File: src/rtl/skf_pkg.sv
// Package for the scalar Kalman filter unit: default widths, reset values,
// register indexes, controller states and the controller/datapath interface types.
// It has no dependencies.
package skf_pkg;

    localparam int DATA_WIDTH_DEF = 32;
    localparam int FRAC_BITS_DEF  = 16;
    localparam int GAIN_BITS      = 16;
    localparam int DIV_STEPS      = GAIN_BITS + 1;
    localparam int DIV_CNT_W      = $clog2(DIV_STEPS);
    localparam int CFG_ADDR_W     = 1;

    localparam logic [63:0] PROC_NOISE_RESET = 64'd655;
    localparam logic [63:0] MEAS_NOISE_RESET = 64'd65536;

    localparam logic [CFG_ADDR_W-1:0] CFG_PROC_NOISE = 1'd0;
    localparam logic [CFG_ADDR_W-1:0] CFG_MEAS_NOISE = 1'd1;

    typedef enum logic [2:0] {
        ST_IDLE,
        ST_PREP,
        ST_DEN,
        ST_DIV,
        ST_MUL_GAIN,
        ST_MUL_COV,
        ST_COMMIT
    } skf_state_t;

    typedef struct packed {
        logic load;
        logic prep;
        logic den;
        logic div_step;
        logic mul_gain;
        logic mul_cov;
        logic commit;
    } skf_cmd_t;

    typedef struct packed {
        logic out_free;
    } skf_status_t;

endpackage

File: src/rtl/skf_controller.sv
// Sequencing state machine of the scalar Kalman filter unit.
// Depends on skf_pkg; drives the commands of skf_datapath.
module skf_controller (
    input  logic                aclk,
    input  logic                aresetn,
    input  logic                s_tvalid,
    output logic                s_tready,
    input  skf_pkg::skf_status_t status,
    output skf_pkg::skf_cmd_t   cmd
);
    import skf_pkg::*;

    skf_state_t            state_reg, state_next;
    logic [DIV_CNT_W-1:0]  cnt_reg, cnt_next;

    always_ff @(posedge aclk) begin
        if (!aresetn) begin
            state_reg <= ST_IDLE;
            cnt_reg   <= '0;
        end else begin
            state_reg <= state_next;
            cnt_reg   <= cnt_next;
        end
    end

    always_comb begin
        state_next = state_reg;
        cnt_next   = cnt_reg;
        cmd        = '0;
        s_tready   = 1'b0;
        case (state_reg)
            ST_IDLE: begin
                s_tready = 1'b1;
                if (s_tvalid) begin
                    cmd.load   = 1'b1;
                    state_next = ST_PREP;
                end
            end
            ST_PREP: begin
                cmd.prep   = 1'b1;
                state_next = ST_DEN;
            end
            ST_DEN: begin
                cmd.den    = 1'b1;
                cnt_next   = '0;
                state_next = ST_DIV;
            end
            ST_DIV: begin
                cmd.div_step = 1'b1;
                cnt_next     = cnt_reg + 1'b1;
                if (cnt_reg == DIV_CNT_W'(DIV_STEPS - 1)) begin
                    state_next = ST_MUL_GAIN;
                end
            end
            ST_MUL_GAIN: begin
                cmd.mul_gain = 1'b1;
                state_next   = ST_MUL_COV;
            end
            ST_MUL_COV: begin
                cmd.mul_cov = 1'b1;
                state_next  = ST_COMMIT;
            end
            ST_COMMIT: begin
                if (status.out_free) begin
                    cmd.commit = 1'b1;
                    state_next = ST_IDLE;
                end
            end
            default: begin
                state_next = ST_IDLE;
            end
        endcase
    end

endmodule

File: src/rtl/skf_datapath.sv
// Datapath of the scalar Kalman filter unit: configuration registers, filter state,
// restoring gain divider, one shared multiplier and the output register.
// Depends on skf_pkg; commanded by skf_controller.
module skf_datapath #(
    parameter int DATA_WIDTH = skf_pkg::DATA_WIDTH_DEF,
    parameter int FRAC_BITS  = skf_pkg::FRAC_BITS_DEF,
    parameter int IN_W       = ((DATA_WIDTH + 7) / 8) * 8,
    parameter int OUT_W      = ((DATA_WIDTH + skf_pkg::GAIN_BITS + 7) / 8) * 8
) (
    input  logic                          aclk,
    input  logic                          aresetn,
    input  logic                          cfg_we,
    input  logic [skf_pkg::CFG_ADDR_W-1:0] cfg_addr,
    input  logic [DATA_WIDTH-1:0]         cfg_wdata,
    input  logic [IN_W-1:0]               s_tdata,
    output logic                          m_tvalid,
    input  logic                          m_tready,
    output logic [OUT_W-1:0]              m_tdata,
    input  skf_pkg::skf_cmd_t             cmd,
    output skf_pkg::skf_status_t          status
);
    import skf_pkg::*;

    localparam int DW     = DATA_WIDTH;
    localparam int PROD_W = DW + GAIN_BITS + 2;

    logic [DW-1:0]           q_noise_reg, r_noise_reg;
    logic [DW-1:0]           est_reg, cov_reg;
    logic [DW-1:0]           sample_reg;
    logic [DW-1:0]           p_reg;
    logic [DW:0]             diff_reg;
    logic [DW:0]             mag_reg;
    logic                    neg_reg;
    logic [DW:0]             den_reg;
    logic [DW+1:0]           rem_reg;
    logic [GAIN_BITS:0]      quo_reg;
    logic [PROD_W-1:0]       prod_reg;
    logic [DW-1:0]           out_est_reg;
    logic [GAIN_BITS-1:0]    out_gain_reg;
    logic                    m_tvalid_reg;

    logic [DW:0]             cov_sum;
    logic [DW-1:0]           p_next;
    logic [DW:0]             diff_next;
    logic [DW+1:0]           div_rem;
    logic                    div_bit;
    logic [GAIN_BITS-1:0]    gain;
    logic [DW:0]             mul_a;
    logic [GAIN_BITS:0]      mul_b;
    logic [PROD_W-1:0]       prod_next;
    logic [PROD_W-1:0]       prod_rnd;
    logic [DW:0]             step;
    logic [DW:0]             est_sum;

    always_ff @(posedge aclk) begin
        if (!aresetn) begin
            q_noise_reg <= DW'(PROC_NOISE_RESET);
            r_noise_reg <= DW'(MEAS_NOISE_RESET);
        end else if (cfg_we) begin
            case (cfg_addr)
                CFG_PROC_NOISE: q_noise_reg <= cfg_wdata;
                CFG_MEAS_NOISE: r_noise_reg <= cfg_wdata;
                default: begin
                end
            endcase
        end
    end

    assign cov_sum   = {1'b0, cov_reg} + {1'b0, q_noise_reg};
    assign p_next    = cov_sum[DW] ? {DW{1'b1}} : cov_sum[DW-1:0];
    assign diff_next = {sample_reg[DW-1], sample_reg} - {est_reg[DW-1], est_reg};

    assign div_bit = (rem_reg >= {1'b0, den_reg});
    assign div_rem = div_bit ? (rem_reg - {1'b0, den_reg}) : rem_reg;

    assign gain = quo_reg[GAIN_BITS] ? {GAIN_BITS{1'b1}} : quo_reg[GAIN_BITS-1:0];

    assign mul_a     = cmd.mul_gain ? mag_reg : {1'b0, p_reg};
    assign mul_b     = cmd.mul_gain ? {1'b0, gain}
                                    : ({1'b1, {GAIN_BITS{1'b0}}} - {1'b0, gain});
    assign prod_next = {{(GAIN_BITS + 1){1'b0}}, mul_a} * {{(DW + 1){1'b0}}, mul_b};

    assign prod_rnd = prod_reg + (PROD_W'(1) << (GAIN_BITS - 1));
    assign step     = prod_rnd[DW+GAIN_BITS:GAIN_BITS];
    assign est_sum  = neg_reg ? ({est_reg[DW-1], est_reg} - step)
                              : ({est_reg[DW-1], est_reg} + step);

    always_ff @(posedge aclk) begin
        if (cmd.load) begin
            sample_reg <= s_tdata[DW-1:0];
        end
        if (cmd.prep) begin
            p_reg    <= p_next;
            diff_reg <= diff_next;
        end
        if (cmd.den) begin
            den_reg <= {1'b0, p_reg} + {1'b0, r_noise_reg};
            rem_reg <= {2'b00, p_reg};
            neg_reg <= diff_reg[DW];
            mag_reg <= diff_reg[DW] ? (~diff_reg + 1'b1) : diff_reg;
            quo_reg <= '0;
        end
        if (cmd.div_step) begin
            rem_reg <= {div_rem[DW:0], 1'b0};
            quo_reg <= {quo_reg[GAIN_BITS-1:0], div_bit};
        end
        if (cmd.mul_gain || cmd.mul_cov) begin
            prod_reg <= prod_next;
        end
        if (cmd.commit) begin
            out_est_reg  <= est_reg;
            out_gain_reg <= gain;
        end
    end

    always_ff @(posedge aclk) begin
        if (!aresetn) begin
            est_reg      <= '0;
            cov_reg      <= DW'(1) << FRAC_BITS;
            m_tvalid_reg <= 1'b0;
        end else begin
            if (cmd.mul_cov) begin
                est_reg <= est_sum[DW-1:0];
            end
            if (cmd.commit) begin
                cov_reg      <= prod_reg[DW+GAIN_BITS-1:GAIN_BITS];
                m_tvalid_reg <= 1'b1;
            end else if (m_tready) begin
                m_tvalid_reg <= 1'b0;
            end
        end
    end

    assign m_tvalid        = m_tvalid_reg;
    assign m_tdata         = OUT_W'({out_gain_reg, out_est_reg});
    assign status.out_free = !m_tvalid_reg || m_tready;

endmodule

File: src/rtl/scalar_kalman_filter_unit.sv
// Scalar Kalman filter unit: one signed fixed-point sample in, one filtered estimate
// and the gain used out. From acceptance until the unit is ready again, a sample
// passes through an accept state, setup states that form the predicted covariance
// and the divisor, 17 iterations of the restoring divider that makes the 16-bit
// gain, the single shared multiplier (estimate step, then covariance update) and a
// commit state that loads the output register. The commit waits while the previous
// result is still held in the output register. The user must write the noise
// registers through the cfg port only while no sample is in flight; the unit itself
// does not enforce this. Depends on skf_pkg, skf_controller and skf_datapath.
module scalar_kalman_filter_unit #(
    parameter int DATA_WIDTH = skf_pkg::DATA_WIDTH_DEF,
    parameter int FRAC_BITS  = skf_pkg::FRAC_BITS_DEF,
    parameter int IN_W       = ((DATA_WIDTH + 7) / 8) * 8,
    parameter int OUT_W      = ((DATA_WIDTH + skf_pkg::GAIN_BITS + 7) / 8) * 8
) (
    input  logic                           aclk,
    input  logic                           aresetn,
    input  logic                           cfg_we,
    input  logic [skf_pkg::CFG_ADDR_W-1:0] cfg_addr,
    input  logic [DATA_WIDTH-1:0]          cfg_wdata,
    input  logic                           s_tvalid,
    output logic                           s_tready,
    // Fields from bit 0 up: sample.
    input  logic [IN_W-1:0]                s_tdata,
    output logic                           m_tvalid,
    input  logic                           m_tready,
    // Fields from bit 0 up: estimate, gain.
    output logic [OUT_W-1:0]               m_tdata
);
    import skf_pkg::*;

    skf_cmd_t    cmd;
    skf_status_t status;

    skf_controller u_ctrl (
        .aclk     (aclk),
        .aresetn  (aresetn),
        .s_tvalid (s_tvalid),
        .s_tready (s_tready),
        .status   (status),
        .cmd      (cmd)
    );

    skf_datapath #(
        .DATA_WIDTH (DATA_WIDTH),
        .FRAC_BITS  (FRAC_BITS),
        .IN_W       (IN_W),
        .OUT_W      (OUT_W)
    ) u_dp (
        .aclk      (aclk),
        .aresetn   (aresetn),
        .cfg_we    (cfg_we),
        .cfg_addr  (cfg_addr),
        .cfg_wdata (cfg_wdata),
        .s_tdata   (s_tdata),
        .m_tvalid  (m_tvalid),
        .m_tready  (m_tready),
        .m_tdata   (m_tdata),
        .cmd       (cmd),
        .status    (status)
    );

`ifndef SYNTH
    a_accept_starts: assert property (@(posedge aclk) disable iff (!aresetn)
        (s_tvalid && s_tready) |=> (cmd.prep && !s_tready))
        else $error("accepted transaction did not start the update sequence");

    a_commit_free: assert property (@(posedge aclk) disable iff (!aresetn)
        cmd.commit |-> status.out_free)
        else $error("result committed while the output register was occupied");

    a_mul_order: assert property (@(posedge aclk) disable iff (!aresetn)
        cmd.mul_gain |=> cmd.mul_cov)
        else $error("covariance multiply did not follow the gain multiply");

    a_commit_valid: assert property (@(posedge aclk) disable iff (!aresetn)
        cmd.commit |=> m_tvalid)
        else $error("committed result is not presented on the output");
`endif

endmodule
File: config.mk
export PLATFORM = sky130hd
export DESIGN_NAME = scalar_kalman_filter_unit
export DESIGN_NICKNAME = d
export VERILOG_FILES = /design/src/rtl/skf_pkg.sv /design/src/rtl/skf_controller.sv /design/src/rtl/skf_datapath.sv /design/src/rtl/scalar_kalman_filter_unit.sv
export SDC_FILE = /design/constraint.sdc
export NUM_CORES = 2
export LEC_CHECK = 0
export BUFFER_PORTS_ARGS = -buffer_cell sky130_fd_sc_hd__buf_2
export CAP_MARGIN = 0
export CORE_UTILIZATION = 60
export CTS_BUF_LIST = sky130_fd_sc_hd__clkbuf_4
export DETAILED_ROUTE_END_ITERATION = 12
export PLACE_DENSITY = 0.75
export SLEW_MARGIN = 0
export SYNTH_ARGS = -nofsm -noshare
export SYNTH_HDL_FRONTEND = slang
export SYNTH_SLANG_ARGS = --single-unit
File: constraint.sdc
create_clock -name aclk -period 11.5 [get_ports aclk]
set_input_delay 1.15 -clock aclk [delete_from_list [all_inputs] [get_ports aclk]]
set_output_delay 1.15 -clock aclk [all_outputs]
set_load 0.1 [all_outputs]
==> metrics <==
via count=34623; DRC Markers=0; maximum fanout along the worst path=20; critical path capture point type=flop; critical path arrival=11.21 ns; final worst-path cycle share=0.9154; global-route wire length before repair=between 150 and 200 mm; number of hold buffers added after cts=0; cells on worst reg2reg path=30; r2r setup slk=0.97 ns; Placed Cells=5765; EDFF count, synth=just under 300; synth unique cells=85; CTS tree=done; final setup violating endpoints=0; gr usage total=0.3258; H-tree depth=3; vias in the first global route=about 34000; Place WS=1.163 ns; Bufs and invs on worst path=3; initial antenna violation count=3; Synthesis Warnings=0; Startpoint Class=flop; fin. max-slew vios=0; Post-DP Area=44510 um2; ys flop type=edfxtp_1; drt first-iter violations=2938; Worst Setup SP=u_dp.quo_reg[16]; FF-to-FF Start=u_dp.quo_reg[16]; Setup Skew=0.09835 ns; clk_lat worst skew=0.97 ns; setup TNS=0 ns; Rows=97; core area=about 70000 um2; CP Depth=30; post-route cell area=46030 um2; layout cell share with drive strength beyond 1=0.08183; max-cap viol count=0; DR vias/cell=5.788; Synth top area share=0.2176; nets@finish=5754; postcts setup bufs=0; worst hold path class=input pin to flop; Setup WS post-layout=between 0.9 and 1 ns; Fmax=approximately 95 MHz; Synth Cell Area=about 43000 um2; CTS Buf Count=114; Detailed Route WL=117.1 mm; CTS Root Cell=clkbuf_4; flops & latches, synth=433; CTS sink count=433; gr ovfl total=0; Syn Inst Count=4847; # IOs=120; hold violation count in the final report=0; Die Ht=269.3 um; final non-filler cell total=5982; max incr delay on CP=0.72 ns; largest net degree at the start of global routing=67; Fill cells=between 5000 and 6000; largest area contributor in the netlist=fa_1; worst endpoint required time=~12 ns; post-layout min period=10.53 ns; Synth-to-Final Area Change=7.366%; relative slew slack=0.2022; ys async rst share=0; Mapped Avg Cell Area=8.845 um2; cell mode on critical path=fa_1; Starting Density=0.6091; PortBufs=119; run status=finished clean; DRT Pass-1 Iters=6; Die ar.=72530 um2; Reg clk slew, reported paths=0.07 ns; Chip Width=between 200 and 300 um; syn nets=5660; kind of critical path=flop to flop; RSZ-0062 raised after global routing=no; Final HPWL DP=90.17 mm; largest cells by area after synthesis=fa_1 (22%), edfxtp_1 (21%), ha_1 (8.1%); clock tree buffer depth=3; register area share after synthesis=0.2711; Resize count post-CTS=0; delay-heaviest family, CP=adder cells; slowest stage cell on the critical path=xnor2_1; Worst Tran Pin Value=1.191 ns; reg2reg end=u_dp.prod_reg[46]; max reg flops=34; crit path capture=u_dp.prod_reg[46]; Wirelength per Cell=19.57 um; Final ANT Viol Nets=0; routability cong.=0.9694
## cell families after synthesis
kind of cell / share of synthesized area
multiplexers: 0.01214
flip-flops: 0.2711
adder cells (fa/ha/maj): 0.2984
AO/OA/AOI/OAI: 0.1096
AND/OR/NAND/NOR: 0.1686
buffers and inverters: 0.08320
XOR/XNOR: 0.05700
## worst reg2reg max path: cells and delay by family (launching register included)
family | cells | cell delay [ns]
xor gates and xnor gates | 2 | 0.86
buffers and inverters | 3 | 0.15
and+or+nand+nor | 10 | 2.68
adders and majority gates | 8 | 3.58
DFF | 1 | 0.67
AOI/OAI and AO/OA | 7 | 2.33
## synth_stat cells, types with 27 or more instances
cell and n:
nand2_1 897, inv_1 749, fa_1 466, nor2_1 307, a21oi_1 302, edfxtp_1 295, ha_1 277, xnor2_1 211
clkbuf_1 159, dfxtp_1 138, o21ai_0 130, nand3_1 71, xor2_1 68, a21o_1 66, and2_1 53, mux2i_1 52
nor3_1 47, a211oi_1 46, nand2b_1 46, nor2b_1 45, and3_1 42, nand4_1 32, a31oi_1 31, or3_1 27
## routing by layer
layer | GRT usage | routed length (um) | up-vias
li1 | - | - | 16029
met1 | 0.4369 | 47940 | 16767
met2 | 0.5161 | 53070 | 1501
met3 | 0.05967 | 10480 | 326
met4 | 0.1474 | 5596 | 0
met5 | 0 | 0 | -
## layout by cell type, fill, tap and decap left out, types with 52 or more instances in the layout
cell	count
o21ai_0	130
xor2_1	67
edfxtp_1	295
inv_1	746
fa_1	466
xnor2_1	199
and2_1	52
clkbuf_4	171
buf_2	119
dfxtp_1	137
mux2i_1	52
nand3_1	71
a21o_1	66
ha_1	277
nor2_1	306
a21oi_1	301
nand2_1	897
## metrics by stage
step                      utilization  hold WS, ns
after floorplan                     -       0.4367
after global placement         0.6323       0.4478
after detailed placement       0.6323       0.4532
after CTS                      0.6537       0.2995
after global routing           0.6539       0.3007
final                          0.6539       0.3704
## layout make-up
class | count | area (um2) | area share
clock buffer | 171 | 1284 | 0.02789
timing repair buffer | 168 | 963.4 | 0.02093
tap | 940 | 1176 | 0.02555
clock inverter | 39 | 220.2 | 0.004784
antenna | 7 | 17.52 | 0.0003805
inverter | 751 | 2823 | 0.06132
multi-input combinational | 3473 | 27930 | 0.6067
sequential | 433 | 11620 | 0.2525
## worst min path at each step
stage | slack, ns | to | startpoint | cells after the start
global route | 0.30 | u_dp.sample_reg[10] | s_tdata[10] | 1
floorplan | 0.44 | u_dp.out_est_reg[2] | u_dp.est_reg[2] | 0
detailed placement | 0.45 | u_dp.r_noise_reg[11] | u_dp.r_noise_reg[11] | 2
finish | 0.37 | u_dp.sample_reg[14] | s_tdata[14] | 1
CTS | 0.30 | u_dp.sample_reg[14] | s_tdata[14] | 1
global placement | 0.45 | u_dp.r_noise_reg[25] | u_dp.r_noise_reg[25] | 2
Power is left out: the tool's default activity adds up to more than one toggle a clock period on the data nets, which glitch-free logic cannot reach.
